## src/rtl/core/sfa_pkg.sv

```systemverilog
package sfa_pkg;

   localparam int unsigned Q10_ONE = 1024;

   // register indexes on the csr port
   localparam logic [2:0] CSR_WEIGHT_AGREEMENT    = 3'd0;
   localparam logic [2:0] CSR_WEIGHT_FRESHNESS    = 3'd1;
   localparam logic [2:0] CSR_WEIGHT_TRANSPORT    = 3'd2;
   localparam logic [2:0] CSR_MIN_CONFIDENCE      = 3'd3;
   localparam logic [2:0] CSR_SOFT_RETRY_LIMIT    = 3'd4;
   localparam logic [2:0] CSR_HARD_MISMATCH_LIMIT = 3'd5;
   localparam logic [2:0] CSR_WINDOW_LENGTH       = 3'd6;

   // state codes as reported on the result word
   localparam logic [2:0] CODE_IDLE   = 3'd0;
   localparam logic [2:0] CODE_CAND   = 3'd1;
   localparam logic [2:0] CODE_CONF   = 3'd2;
   localparam logic [2:0] CODE_ACTIVE = 3'd3;
   localparam logic [2:0] CODE_SOFT   = 3'd4;
   localparam logic [2:0] CODE_HARD   = 3'd5;
   localparam logic [2:0] CODE_DEGR   = 3'd6;

   typedef enum logic [6:0] {
      ST_IDLE   = 7'b0000001,
      ST_CAND   = 7'b0000010,
      ST_CONF   = 7'b0000100,
      ST_ACTIVE = 7'b0001000,
      ST_SOFT   = 7'b0010000,
      ST_HARD   = 7'b0100000,
      ST_DEGR   = 7'b1000000
   } state_type;

   typedef struct packed {
      logic        command;
      logic        rad_seen;
      logic        rad_old;
      logic        cam_seen;
      logic        cam_old;
      logic        watchdog_good;
      logic [31:0] time_ms;
   } req_type;

   typedef struct packed {
      logic [2:0]  fsm_state;
      logic        act_enable;
      logic [10:0] fused_conf;
      logic [10:0] radar_confidence;
      logic [10:0] camera_confidence;
      logic [4:0]  mismatch_total;
      logic [15:0] retry_total;
      logic        radar_faulted;
      logic        camera_faulted;
      logic        sensors_agree;
   } rsp_type;

   typedef struct packed {
      logic [10:0] weight_agreement;
      logic [10:0] weight_freshness;
      logic [10:0] weight_transport;
      logic [10:0] conf_floor;
      logic [31:0] soft_retry_limit;
      logic [4:0]  hard_mismatch_limit;
      logic [4:0]  window_length;
   } cfg_type;

   // per-sensor Q10 confidence, clamped to one
   function automatic logic [10:0] confidence(input cfg_type cfg, input logic agree,
                                              input logic stale, input logic wd);
      logic [12:0] sum;
      sum = 13'd0;
      if (agree) sum = sum + 13'(cfg.weight_agreement);
      if (!stale) sum = sum + 13'(cfg.weight_freshness);
      if (wd && !stale) sum = sum + 13'(cfg.weight_transport);
      if (sum > 13'(Q10_ONE)) sum = 13'(Q10_ONE);
      return sum[10:0];
   endfunction

   function automatic logic [2:0] state_code(input state_type st);
      logic [2:0] code;
      case (st)
         ST_IDLE:   code = CODE_IDLE;
         ST_CAND:   code = CODE_CAND;
         ST_CONF:   code = CODE_CONF;
         ST_ACTIVE: code = CODE_ACTIVE;
         ST_SOFT:   code = CODE_SOFT;
         ST_HARD:   code = CODE_HARD;
         ST_DEGR:   code = CODE_DEGR;
         default:   code = CODE_IDLE;
      endcase
      return code;
   endfunction

endpackage

```

## src/rtl/core/sensor_fusion_activation_fsm.sv

```systemverilog
// A request word passes the input register, then the result register, on its way to rsp_valid.
// Throughput: one word per cycle unless rsp_ready stalls; the whole update, window write
// and state step run in a single pass between the two registers.
// Reset (synchronous): state idle, entry time zero, retry count and mismatch
// window cleared, registers back to their defaults, both channels empty.
module sensor_fusion_activation_fsm #(
   parameter int WINDOW_DEPTH = 16
) (
   input  logic             clock,
   input  logic             reset,
   input  logic             req_valid,
   output logic             req_ready,
   input  sfa_pkg::req_type req_data,
   output logic             rsp_valid,
   input  logic             rsp_ready,
   output sfa_pkg::rsp_type rsp_data,
   input  logic             csr_valid,
   output logic             csr_ready,
   input  logic [2:0]       csr_index,
   input  logic [31:0]      csr_wdata
);
   import sfa_pkg::*;

   localparam int SUM_W = $clog2(WINDOW_DEPTH + 1);

   cfg_type          cfg;
   logic             in_valid_ff;
   req_type          in_ff;
   logic             out_valid_ff;
   rsp_type          out_ff;
   rsp_type          out_in;
   state_type        state_ff;
   state_type        state_in;
   logic [31:0]      entered_ff;
   logic [31:0]      entered_in;
   logic [15:0]      retry_ff;
   logic [15:0]      retry_in;
   logic             advance;
   logic             agree;
   logic             ok;
   logic [10:0]      rc;
   logic [10:0]      cc;
   logic [11:0]      conf_sum;
   logic [SUM_W-1:0] win_sum;
   logic             timeout;

   assign csr_ready = 1'b1;
   assign advance   = in_valid_ff && (!out_valid_ff || rsp_ready);
   assign req_ready = !in_valid_ff || advance;
   assign rsp_valid = out_valid_ff;
   assign rsp_data  = out_ff;

   sfa_csr u_csr (
      .clock     (clock),
      .reset     (reset),
      .csr_valid (csr_valid),
      .csr_index (csr_index),
      .csr_wdata (csr_wdata),
      .cfg       (cfg)
   );

   sfa_window #(
      .WINDOW_DEPTH (WINDOW_DEPTH)
   ) u_window (
      .clock         (clock),
      .reset         (reset),
      .push          (advance && !in_ff.command),
      .clear         (advance && in_ff.command),
      .mismatch_bit  (!agree),
      .window_length (cfg.window_length),
      .sum           (win_sum)
   );

   always_comb begin
      agree    = (in_ff.rad_seen == in_ff.cam_seen);
      rc       = confidence(cfg, agree, in_ff.rad_old, in_ff.watchdog_good);
      cc       = confidence(cfg, agree, in_ff.cam_old, in_ff.watchdog_good);
      conf_sum = 12'(rc) + 12'(cc);
      ok       = conf_sum >= {cfg.conf_floor, 1'b0};
      timeout  = (in_ff.time_ms - entered_ff) > cfg.soft_retry_limit;
   end

   always_comb begin
      state_in = state_ff;
      retry_in = retry_ff;
      if (in_ff.command) begin
         state_in = ST_IDLE;
         retry_in = 16'd0;
      end else if (in_ff.rad_old && in_ff.cam_old) begin
         state_in = ST_DEGR;
      end else begin
         case (state_ff)
            ST_IDLE: begin
               if (in_ff.rad_seen && !in_ff.rad_old) state_in = ST_CAND;
            end
            ST_CAND: begin
               state_in = in_ff.rad_old ? ST_IDLE : ST_CONF;
            end
            ST_CONF: begin
               if (in_ff.cam_old) state_in = ST_SOFT;
               else if (agree && ok) state_in = ST_ACTIVE;
               else if (!in_ff.rad_seen && !in_ff.cam_seen) state_in = ST_IDLE;
               else state_in = ST_SOFT;
            end
            ST_ACTIVE: begin
               if (!in_ff.rad_seen && !in_ff.cam_seen) state_in = ST_IDLE;
               else if (!agree || !ok) state_in = ST_SOFT;
            end
            ST_SOFT: begin
               if (retry_ff != 16'hFFFF) retry_in = retry_ff + 16'd1;
               if (32'(win_sum) >= 32'(cfg.hard_mismatch_limit)) state_in = ST_HARD;
               else if (timeout) state_in = ST_HARD;
               else if (agree && ok) state_in = ST_CONF;
            end
            ST_HARD: begin
               state_in = ST_HARD;
            end
            ST_DEGR: begin
               state_in = ST_IDLE;
            end
            default: begin
               state_in = ST_IDLE;
            end
         endcase
      end
      // stamp entry time on a state change only
      entered_in = (state_in != state_ff) ? in_ff.time_ms : entered_ff;
   end

   always_comb begin
      out_in.fsm_state   = state_code(state_in);
      out_in.act_enable  = (state_in == ST_ACTIVE);
      out_in.retry_total = retry_in;
      if (in_ff.command) begin
         out_in.fused_conf        = 11'd0;
         out_in.radar_confidence  = 11'd0;
         out_in.camera_confidence = 11'd0;
         out_in.mismatch_total    = 5'd0;
         out_in.radar_faulted     = 1'b0;
         out_in.camera_faulted    = 1'b0;
         out_in.sensors_agree     = 1'b0;
      end else begin
         out_in.fused_conf        = conf_sum[11:1];
         out_in.radar_confidence  = rc;
         out_in.camera_confidence = cc;
         out_in.mismatch_total    = 5'(win_sum);
         out_in.radar_faulted     = in_ff.rad_old || !in_ff.watchdog_good;
         out_in.camera_faulted    = in_ff.cam_old || !in_ff.watchdog_good;
         out_in.sensors_agree     = agree;
      end
   end

   always_ff @(posedge clock) begin
      if (reset) begin
         in_valid_ff  <= 1'b0;
         out_valid_ff <= 1'b0;
         state_ff     <= ST_IDLE;
         entered_ff   <= 32'd0;
         retry_ff     <= 16'd0;
      end else begin
         if (req_ready) in_valid_ff <= req_valid;
         if (advance) begin
            out_valid_ff <= 1'b1;
            state_ff     <= state_in;
            entered_ff   <= entered_in;
            retry_ff     <= retry_in;
         end else if (rsp_ready) begin
            out_valid_ff <= 1'b0;
         end
      end
   end

   always_ff @(posedge clock) begin
      if (req_valid && req_ready) in_ff <= req_data;
      if (advance) out_ff <= out_in;
   end

   assert property (@(posedge clock) disable iff (reset)
      rsp_valid |-> (rsp_data.act_enable == (rsp_data.fsm_state == CODE_ACTIVE)))
      else $error("activation flag disagrees with state code");

   assert property (@(posedge clock) disable iff (reset)
      (advance && in_ff.command) |=> (rsp_valid && rsp_data.fsm_state == CODE_IDLE
                                      && rsp_data.mismatch_total == 5'd0
                                      && rsp_data.retry_total == 16'd0))
      else $error("reset command result not cleared");

   assert property (@(posedge clock) disable iff (reset)
      (in_valid_ff && !advance) |=> (in_valid_ff && $stable(in_ff)))
      else $error("held input word lost or changed");

   assert property (@(posedge clock) disable iff (reset)
      (retry_ff == 16'hFFFF && !(advance && in_ff.command)) |=> (retry_ff == 16'hFFFF))
      else $error("retry count wrapped");

endmodule

```

## src/rtl/core/sfa_csr.sv

```systemverilog
module sfa_csr (
   input  logic             clock,
   input  logic             reset,
   input  logic             csr_valid,
   input  logic [2:0]       csr_index,
   input  logic [31:0]      csr_wdata,
   output sfa_pkg::cfg_type cfg
);
   import sfa_pkg::*;

   cfg_type cfg_ff;
   cfg_type cfg_in;

   always_comb begin
      cfg_in = cfg_ff;
      if (csr_valid) begin
         case (csr_index)
            CSR_WEIGHT_AGREEMENT:    cfg_in.weight_agreement    = csr_wdata[10:0];
            CSR_WEIGHT_FRESHNESS:    cfg_in.weight_freshness    = csr_wdata[10:0];
            CSR_WEIGHT_TRANSPORT:    cfg_in.weight_transport    = csr_wdata[10:0];
            CSR_MIN_CONFIDENCE:      cfg_in.conf_floor          = csr_wdata[10:0];
            CSR_SOFT_RETRY_LIMIT:    cfg_in.soft_retry_limit    = csr_wdata;
            CSR_HARD_MISMATCH_LIMIT: cfg_in.hard_mismatch_limit = csr_wdata[4:0];
            CSR_WINDOW_LENGTH:       cfg_in.window_length       = csr_wdata[4:0];
            default:                 cfg_in = cfg_ff;
         endcase
      end
   end

   always_ff @(posedge clock) begin
      if (reset) begin
         cfg_ff.weight_agreement    <= 11'd512;
         cfg_ff.weight_freshness    <= 11'd307;
         cfg_ff.weight_transport    <= 11'd205;
         cfg_ff.conf_floor          <= 11'd614;
         cfg_ff.soft_retry_limit    <= 32'd3000;
         cfg_ff.hard_mismatch_limit <= 5'd4;
         cfg_ff.window_length       <= 5'd8;
      end else begin
         cfg_ff <= cfg_in;
      end
   end

   assign cfg = cfg_ff;

endmodule

```

## src/rtl/core/sfa_window.sv

```systemverilog
module sfa_window #(
   parameter int WINDOW_DEPTH = 16
) (
   input  logic                                  clock,
   input  logic                                  reset,
   input  logic                                  push,
   input  logic                                  clear,
   input  logic                                  mismatch_bit,
   input  logic [4:0]                            window_length,
   output logic [$clog2(WINDOW_DEPTH + 1) - 1:0] sum
);
   localparam int LEN_W  = $clog2(WINDOW_DEPTH + 1);
   localparam int SLOT_W = (WINDOW_DEPTH > 1) ? $clog2(WINDOW_DEPTH) : 1;

   logic [WINDOW_DEPTH-1:0] win_ff;
   logic [WINDOW_DEPTH-1:0] win_in;
   logic [WINDOW_DEPTH-1:0] win_wr;
   logic [WINDOW_DEPTH-1:0] mask;
   logic [SLOT_W-1:0]       slot_ff;
   logic [SLOT_W-1:0]       slot_in;
   logic [SLOT_W-1:0]       slot_eff;
   logic [LEN_W-1:0]        len_eff;
   logic [LEN_W-1:0]        slot_next;

   // clamp the programmed length into 1..depth
   always_comb begin
      if (window_length == 5'd0) begin
         len_eff = LEN_W'(1);
      end else if (32'(window_length) > 32'(WINDOW_DEPTH)) begin
         len_eff = LEN_W'(WINDOW_DEPTH);
      end else begin
         len_eff = LEN_W'(window_length);
      end
   end

   always_comb begin
      // a slot left past a shrunk window restarts at entry zero
      slot_eff  = (LEN_W'(slot_ff) < len_eff) ? slot_ff : '0;
      slot_next = LEN_W'(slot_eff) + LEN_W'(1);
      for (int i = 0; i < WINDOW_DEPTH; i++) begin
         win_wr[i] = (SLOT_W'(i) == slot_eff) ? mismatch_bit : win_ff[i];
         mask[i]   = (32'(i) < 32'(len_eff));
      end
      sum = LEN_W'($countones(win_wr & mask));
   end

   always_comb begin
      win_in  = win_ff;
      slot_in = slot_ff;
      if (clear) begin
         win_in  = '0;
         slot_in = '0;
      end else if (push) begin
         win_in  = win_wr;
         slot_in = (slot_next >= len_eff) ? '0 : SLOT_W'(slot_next);
      end
   end

   always_ff @(posedge clock) begin
      if (reset) begin
         win_ff  <= '0;
         slot_ff <= '0;
      end else begin
         win_ff  <= win_in;
         slot_ff <= slot_in;
      end
   end

endmodule

```

## config.mk

```make
export PLATFORM = sky130hd
export DESIGN_NAME = sensor_fusion_activation_fsm
export DESIGN_NICKNAME = d
export VERILOG_FILES = /design/src/rtl/core/sfa_pkg.sv /design/src/rtl/core/sensor_fusion_activation_fsm.sv /design/src/rtl/core/sfa_csr.sv /design/src/rtl/core/sfa_window.sv
export SDC_FILE = /design/constraint.sdc
export NUM_CORES = 1
export LEC_CHECK = 0
export BUFFER_PORTS_ARGS = -buffer_cell sky130_fd_sc_hd__clkbuf_2
export CORE_ASPECT_RATIO = 1.5
export CORE_UTILIZATION = 55
export DETAILED_ROUTE_END_ITERATION = 12
export PLACE_DENSITY = 0.74
export RECOVER_POWER = 100
export SLEW_MARGIN = 20
export SYNTH_ARGS = -nofsm -noshare
export SYNTH_HDL_FRONTEND = slang
export SYNTH_SLANG_ARGS = --single-unit
export TNS_END_PERCENT = 1
```

## constraint.sdc

```tcl
create_clock -name clock -period 11.6 [get_ports clock]
set_clock_uncertainty 0.2 [all_clocks]
set_input_delay 0.58 -clock clock [delete_from_list [all_inputs] [get_ports clock]]
set_output_delay 0.58 -clock clock [all_outputs]
set_load 0.02 [all_outputs]
```

==> flow_results.org, run 1 <==
** Status
- Run status :: complete, but fails checks
- The checks that failed: max-capacitance violations, max-slew violations.

** Worst setup path
- Crit Path Class :: flop to flop
- Delay of the slowest cell on the worst path :: 0.65 ns
- The worst register-to-register path has a depth of 40.
- The worst setup path is captured at a flop.
- STA classifies the critical path startpoint as a flop.
- The slowest stage of the critical path is the a21boi_1 cell.
- Cell class contributing the biggest share of worst-path delay :: compound AO/OA/AOI/OAI gates
- Across all register-to-register paths, the minimum setup slack is 1.10 ns.
- Worst R2R End :: entered_ff[18]$_SDFFE_PP0P_
- Top fanout value on the critical path :: 64
- Arrival time of the worst setup path :: 10.51 ns
- The worst register-to-register path begins at in_ff[36]$_DFFE_PP_.
- At the worst endpoint, the required time is 11.62 ns.
- Bufs and invs on worst path :: 2

** Power
- IR analysis of the VDD net gives a maximum drop of 0.122 mV.
- Clock power share :: 0.369
- Of the total power, the share spent switching nets is 0.290.
- Cell internal power was estimated by the tool at 1730 µW.
- Psw :: 707 µW
- The share of total power dissipated in combinational logic is 0.214.
- For this design the ratio of total power to cell area is 129 nW/µm².
- The analysis attributes to cell leakage a power of 0.00761 µW.
- Sequential share of power :: 0.417

** Floorplanning
- Number of cell rows :: 78
- The die is 216 µm tall.
- Core area :: 30200 µm²
- 142 I/O pins were placed.
- The initial utilization of the core area, before any placement, comes to 0.558.
- Area of the die :: 31300 µm²
- Die boundary width :: 145 µm

** Drt
- Average vias per placed instance :: 5.81
- The routed design has 44600 µm of wire.
- The count of nets left with antenna violations once routing finished came out at 0.
- Before antenna repair, the detailed router went through 7 iterations.
- In this run, the number of DRC markers left after iteration 0 of detailed routing was 827.
- Via count :: 14600
- Total DRC errors in the routed layout :: 0
- In the final routed layout, each cell accounts on average for 17.7 µm.

** Timing
- Dividing the final minimum period by the clock period gives 0.905.
- Fin worst setup slack :: 1.10 ns
- Hold timing on the final database bottoms out at a slack of 0.0218 ns.
- Clock period minus final worst setup slack :: 10.50 ns
- Highest Clock Rate :: 0.0953 GHz
- Worst rel slew slack :: -2.05
- Setup repair after global routing left no endpoint under its margin.
- Slew of the pin with the lowest slew margin :: 4.58 ns
- Final setup violation count :: 0
- Final hold viol count :: 0
- The number of pins with negative max-slew slack in the final report is 455.
- Sum of negative setup slack :: 0 ns

** Clock tree
- The later pin in the worst-skew pair is clocked with a latency of 0.56 ns.
- Post-cts repair resize count :: 0
- Once the clock tree was built, the setup fixing pass inserted 0 buffers.
- CTS HTree Levels :: 1
- Clk pin slew, worst setup/hold paths :: 0.06 ns
- TritonCTS created 27 clock buffers.
- Buffer levels on the longest clock path :: 3
- CTS saw 262 sinks.
- TritonCTS clock tree :: yes
- Clock root buffer :: clkbuf_16

** Synth
- The netlist uses 85 different library cells.
- Ranked by total cell area, the synthesized netlist is headed by dfxtp_1 (19%), edfxtp_1 (18%), ha_1 (11%).
- Combined area of all synthesized cells :: 16800 µm²
- The number of nets handed over by synthesis was 2217.
- Dividing the synthesized area by the synthesized cell count gives 8.52 µm².
- In the synthesized netlist the dominant register cell turns out to be dfxtp_1.
- The most common cell in the synthesized netlist is nand2_1.
- Number of synthesized register bits :: 262
- Of the synthesized area, sequential elements account for 0.370.
- Area share of the largest cell type after synthesis :: 0.194
- Top cell type by total area after synthesis :: dfxtp_1
- EDFF count, synth :: 99
- During synthesis, Yosys emitted a total of 0 warnings.
- Top cell types by occurrence after synthesis :: nand2_1 (261), a21oi_1 (216), dfxtp_1 (163)
- Cells after Synth :: 1975
- Counting flops with an async set or reset pin after synthesis yields a share of 0.

** Flow run
- Maxcap violations :: 9

** Global routing
- Entering global routing, the biggest net connects 110 pins.
- Antenna violations before repair :: 1
- Wire length of the first global-routing pass :: 71200 µm
- After global routing the overflow that remains totals 0.
- Number of global-route vias before repair :: 14300
- Total routing usage reported by global routing :: 0.290

** Hold path
- End of the worst hold path :: in_ff[33]$_DFFE_PP_
- Startpoint of the lowest-slack hold path :: req_data[33]
- Along the worst hold path, the cell count comes to 1.
- Class of the tightest hold or removal check :: input port to flop

** Finish
- Final Core Density :: 0.626
- Fill cells in the final layout number 2675.
- Of the cells placed in the final design, the portion with a size suffix greater than 1 is 0.0755.
- Filler-free cell count of the finished design :: 2519
- From synthesis to final layout, the design area changed by 12.1%.
- The number of antenna diodes in the final layout is 0.
- After the last flow step, the layout net total stands at 2341.

** Placement
- Setup Slack @ Placement :: 1.42 ns
- At the end of routability-driven placement, the weighted congestion stood at 0.972.
- After detailed placement, the design holds a cell count of 2434.
- Placed wire-length estimate :: 32700 µm
- Port buffer count :: 140
==> cell usage in the layout, fill, tap and decap left out, types with 11 or more instances in the layout <==
cell type	n
o21ai_0	103
clkbuf_2	74
nor2_1	145
a22oi_1	11
mux2i_1	16
nand2_1	261
o21bai_1	18
fa_1	15
a21o_1	39
nor3_1	33
ha_1	149
nand2b_1	17
dfxtp_1	163
nand3b_1	57
clkbuf_1	77
xor2_1	25
and3_1	11
dlygate4sd3_1	36
nor2b_1	26
a21oi_1	216
clkbuf_16	27
edfxtp_1	99
nand3_1	21
and2_0	15
nor4_1	14
inv_1	156
o21a_1	25
o22ai_1	18
a211oi_1	13
xnor2_1	58
nand4_1	17
==> worst register-to-register path, delay by kind of cell (launching register included) <==
family	cells	cell delay, ns
DFF	1	0.35
xor gates and xnor gates	4	0.93
and+or+nand+nor	9	1.81
buffers and inverters	2	0.47
AOI/OAI and AO/OA	19	4.57
adders and majority gates	6	1.84
==> routing by layer <==
metal / vias up / global-route usage / part of all wire
li1: 7173 / - / -
met1: 6888 / 0.323 / 0.39
met2: 413 / 0.521 / 0.51
met3: 156 / 0.0362 / 0.046
met4: 2 / 0.169 / 0.060
met5: - / 0 / 0.00029
==> how the worst max path moves through the flow <==
stage                                             end           startpoint  depth (start not counted)  slack [ns]
after global routing      entered_ff[19]$_SDFFE_PP0P_  in_ff[36]$_DFFE_PP_                         41        0.29
after detailed placement  entered_ff[23]$_SDFFE_PP0P_  in_ff[36]$_DFFE_PP_                         40        1.42
after floorplan           entered_ff[24]$_SDFFE_PP0P_  in_ff[36]$_DFFE_PP_                         44        2.89
final                     entered_ff[18]$_SDFFE_PP0P_  in_ff[36]$_DFFE_PP_                         40        1.10
after global placement    entered_ff[30]$_SDFFE_PP0P_  in_ff[36]$_DFFE_PP_                         40        1.74
after CTS                 entered_ff[18]$_SDFFE_PP0P_  in_ff[36]$_DFFE_PP_                         40        1.40
==> area by class of cell <==
type	count	area [µm²]	area share
Inverter	157	591	0.0313
Clock inverter	16	185	0.00981
Sequential cell	262	6240	0.330
Timing Repair Buffer	190	1060	0.0560
Clock buffer	33	718	0.0380
Tap cell	400	500	0.0265
Multi-Input combinational cell	1461	9590	0.508
==> power by group through the flow <==
stage,Sequential [µW],Clock (µW),Combinational [µW]
after global routing,1020,948,581
after CTS,1020,910,523
after floorplan,1040,0,361
after global placement,1030,0,497
after detailed placement,1040,0,510
final,1020,899,521
==> logic make-up (layout without fill, tap and decap cells) <==
kind of cell / Yosys count / in the layout / share of synthesized area
AND/OR/NAND/NOR: 663 / 663 / 0.191
multiplexers: 20 / 20 / 0.0122
other: 1 / 1 / 0.000223
buffers and inverters: 252 / 396 / 0.0588
AO/OA/AOI/OAI: 529 / 529 / 0.195
adder cells (fa/ha/maj): 164 / 164 / 0.129
XOR/XNOR: 84 / 84 / 0.0441
flip-flops: 262 / 262 / 0.370
==> registers in the layout (all words and copies together) (netlist names) <==
name / count
u_csr.cfg: 86
rsp_data: 61
entered_ff: 32
in_valid_ff: 1
retry_ff: 16
state_ff: 7
rsp_valid: 1
u_window.slot_ff: 4
in_ff: 38
u_window.win_ff: 16
==> what timing repair did <==
item / in CTS / in global routing
endpoints found under the hold margin: 36 / 0
setup endpoints to repair: 0 / 0
hold buffers: 36 / 0
==> per-stage QoR <==
stage	power (µW)	instance area, µm²
2_1_floorplan	1410	16800
3_3_place_gp	1530	17700
3_5_place_dp	1550	17800
4_1_cts	2450	19000
5_1_grt	2550	18900
6_report	2440	18900
(Power assumes the default switching activity.)
==> run 2: changes to the inputs <==
- REMOVE_ABC_BUFFERS: not set -> 1
- TNS_END_PERCENT: 1 -> not set
==> run 2 against run 1 <==
The flow still finishes with violations (max-capacitance violations, max-slew violations); setup slack got worse by 0.18 ns; register-to-register slack worse by 0.18 ns; non-clock buffer count is 2 lower; cell count is 0.12% lower; worst hold slack about the same; utilization decreased by 0.17 points; critical path depth decreased by 1; sequential share of layout area rose by 0.090 points; global-route usage down 1.8 points; total power down 2.5%; clock power is 6.8% lower; combinational power about the same; critical path type unchanged.
==> flow_results.org, run 2 (synthesized netlist as in run 1, its figures left out) <==
** Power
- Leak Pwr :: 0.00757 µW
- Cell area power density :: 126 nW/µm²
- Across the VDD grid, the largest voltage drop is 0.132 mV.

** Drt
- After detailed routing, the number of remaining DRC violations is 0.
- After detailed routing, the total wire length is 42700 µm.
- The routed layout has 14500 vias.
- Once detail routing completed, the nets flagged for antenna violations numbered 0.
- Using the TritonRoute via totals, the vias-per-cell ratio works out to 5.76.
- The first detailed-routing pass ran for 6 iterations.
- The first routing iteration left 850 violations.
- In the final routed layout, each cell accounts on average for 17.0 µm.

** Worst setup path
- Critical Path Slowest Stage Cell :: o2111a_2
- Worst reg2reg setup slack :: 0.92 ns
- Most numerous cell on the critical path :: a21oi_1
- The worst setup path is captured at a flop.
- STA classifies the critical path startpoint as a flop.
- Data arrives at the worst endpoint at 10.80 ns.
- Top fanout value on the critical path :: 32
- Worst path required time :: 11.72 ns
- Delay of the slowest cell on the worst path :: 0.70 ns
- Crit Path Class :: flop to flop

** Placement
- The count of buffers added on input and output ports is 140.
- In this run the cell area measured after placement is 17700 µm².
- Once placement completed, the tool counted placed cells totaling 2433.
- At the end of routability-driven placement, the weighted congestion stood at 0.943.
- The wire-length estimate of the detail-placed layout is 30500 µm.
- Setup Slack @ Placement :: 1.04 ns

** Finish
- The register with the most flip-flops in the layout has 86 of them.
- Total area of multi-input combinational cells :: 9600 µm²
- Filler-free cell count of the finished design :: 2516
- The top cell types in the final layout, fill and taps aside, are nand2_1 (261), a21oi_1 (216), dfxtp_1 (163).
- The layout has 2624 filler cells.
- At the end of the flow, the number of nets in the layout was 2338.
- The area growth from synthesis to layout is 11.8%.
- Leaving out fill and tap cells, the most frequent cell in the layout is nand2_1.
- In the final layout, the share of cells above drive strength 1 is 0.0752.
- Summed area of non-filler cells in the final layout :: 18800 µm²
- Registers take 6240 µm².

** Floorplanning
- Number of cell rows :: 78
- The floorplan step defined a core boundary enclosing 30200 µm².
- Starting density of the core :: 0.558
- Area of the die :: 31300 µm²
- For this design the top-level I/O count stands at 142.
- The floorplan step set the die height to 216 µm.
- The floorplan step set the die width to 145 µm.

** Global routing
- Global Route met2 Usage :: 0.498
- For met3 alone, demand over resource in global routing was 0.0331.
- Wire length of the first global-routing pass :: 67800 µm
- Number of global-route vias before repair :: 14100
- Entering global routing, the biggest net connects 101 pins.
- Gr ovfl total :: 0
- The layer flagged by global routing as most heavily used is met2.
- The initial antenna violation count was 1.
- For met1 alone, demand over resource in global routing was 0.309.
- Total routing usage reported by global routing :: 0.272

** Timing
- After routing, the total negative slack on setup checks comes to 0 ns.
- Setup repair after global routing left no endpoint under its margin.
- For this run, the top clock speed supported by timing is 0.0937 GHz.
- Final setup violation count :: 0
- Post-route worst hold slack :: 0.0221 ns
- Clock period minus final worst setup slack :: 10.68 ns
- Final hold viol count :: 0
- Worst rel slew slack :: -1.58
- Fin. max-slew vios :: 277
- Final Cycle Share :: 0.920
- Slew of the pin with the lowest slew margin :: 3.86 ns
- Across all setup checks in the final design, the least slack found is 0.924 ns.

** Clock tree
- Buffer levels on the longest clock path :: 3
- Cts bufs inserted :: 25
- For this design, the sink count on the clock tree is 262.
- TritonCTS clock tree :: yes
- CTS HTree Levels :: 1
- Clock tree synthesis selected as its root buffer the cell clkbuf_16.
- Clk pin slew, worst setup/hold paths :: 0.07 ns
- The later pin in the worst-skew pair is clocked with a latency of 0.56 ns.

** Flow run
- Maxcap violations :: 7

** Status
- Run status :: complete, but fails checks
- The final reports fail on max-capacitance violations, max-slew violations.

** Hold path
- Class of the tightest hold or removal check :: input port to flop
-- run 2: changes by cell type in the layout (fill, tap and decap cells not counted), sizes merged --
cell and delta:
dlygate4sd3 -1, diode +1, o2111a +1, buf +1, clkinv -5, clkinvlp +2, inv +2, bufinv -3
clkbuf -1
-- run 2: area by class of cell --
type                    count  area share
multi-input cells        1462       0.510
flip-flops and latches    262       0.331
repair buffers            188      0.0555
clock buffers              34      0.0394
inverters                 157      0.0314
well taps                 400      0.0266
clock inverters            12     0.00558
diodes                      1    0.000133
-- run 2: routing by layer --
layer / routed length (µm) / part of all wire
met5: 11 / 0.00026
met4: 1620 / 0.038
met3: 2070 / 0.048
met2: 21700 / 0.51
met1: 17300 / 0.41
-- run 2: worst max-delay path, delay by kind of cell, from the launching register on --
| family | cells | cell delay [ns] |
|---|---|---|
| and+or+nand+nor | 10 | 2.24 |
| xor gates and xnor gates | 3 | 0.67 |
| buffers and inverters | 1 | 0.06 |
| DFF | 1 | 0.35 |
| AOI/OAI and AO/OA | 19 | 5.03 |
| adders and majority gates | 6 | 1.87 |
-- run 2: per-stage QoR --
step                power, µW  utilization
finish                   2380        0.624
global route             2490        0.624
CTS                      2390        0.628
detailed placement       1540        0.588
global placement         1530        0.588
floorplan                1390            -
-- run 2: final timing paths --
check        depth (start not counted)                              end                            start
max reg2reg                         39      entered_ff[30]$_SDFFE_PP0P_              in_ff[36]$_DFFE_PP_
max                                 39      entered_ff[30]$_SDFFE_PP0P_              in_ff[36]$_DFFE_PP_
min                                  1              in_ff[33]$_DFFE_PP_                     req_data[33]
min reg2reg                          2  u_window.win_ff[0]$_SDFFE_PP0P_  u_window.win_ff[0]$_SDFFE_PP0P_
-- run 2: report_power, final --
| part | switching (µW) | leakage (µW) | internal (µW) |
|---|---|---|---|
| Sequential | 19.5 | 0.00226 | 996 |
| Clock | 364 | 0.000413 | 474 |
| Combinational | 317 | 0.00490 | 205 |
| Total | 700 | 0.00757 | 1680 |
-- run 2: repair_timing --
item / in CTS / in global routing
setup endpoints to repair: 0 / 2
gates resized for setup: 0 / 3
hold endpoints to repair: 35 / 0
hold buffers: 35 / 0
buffers inserted: 0 / 0
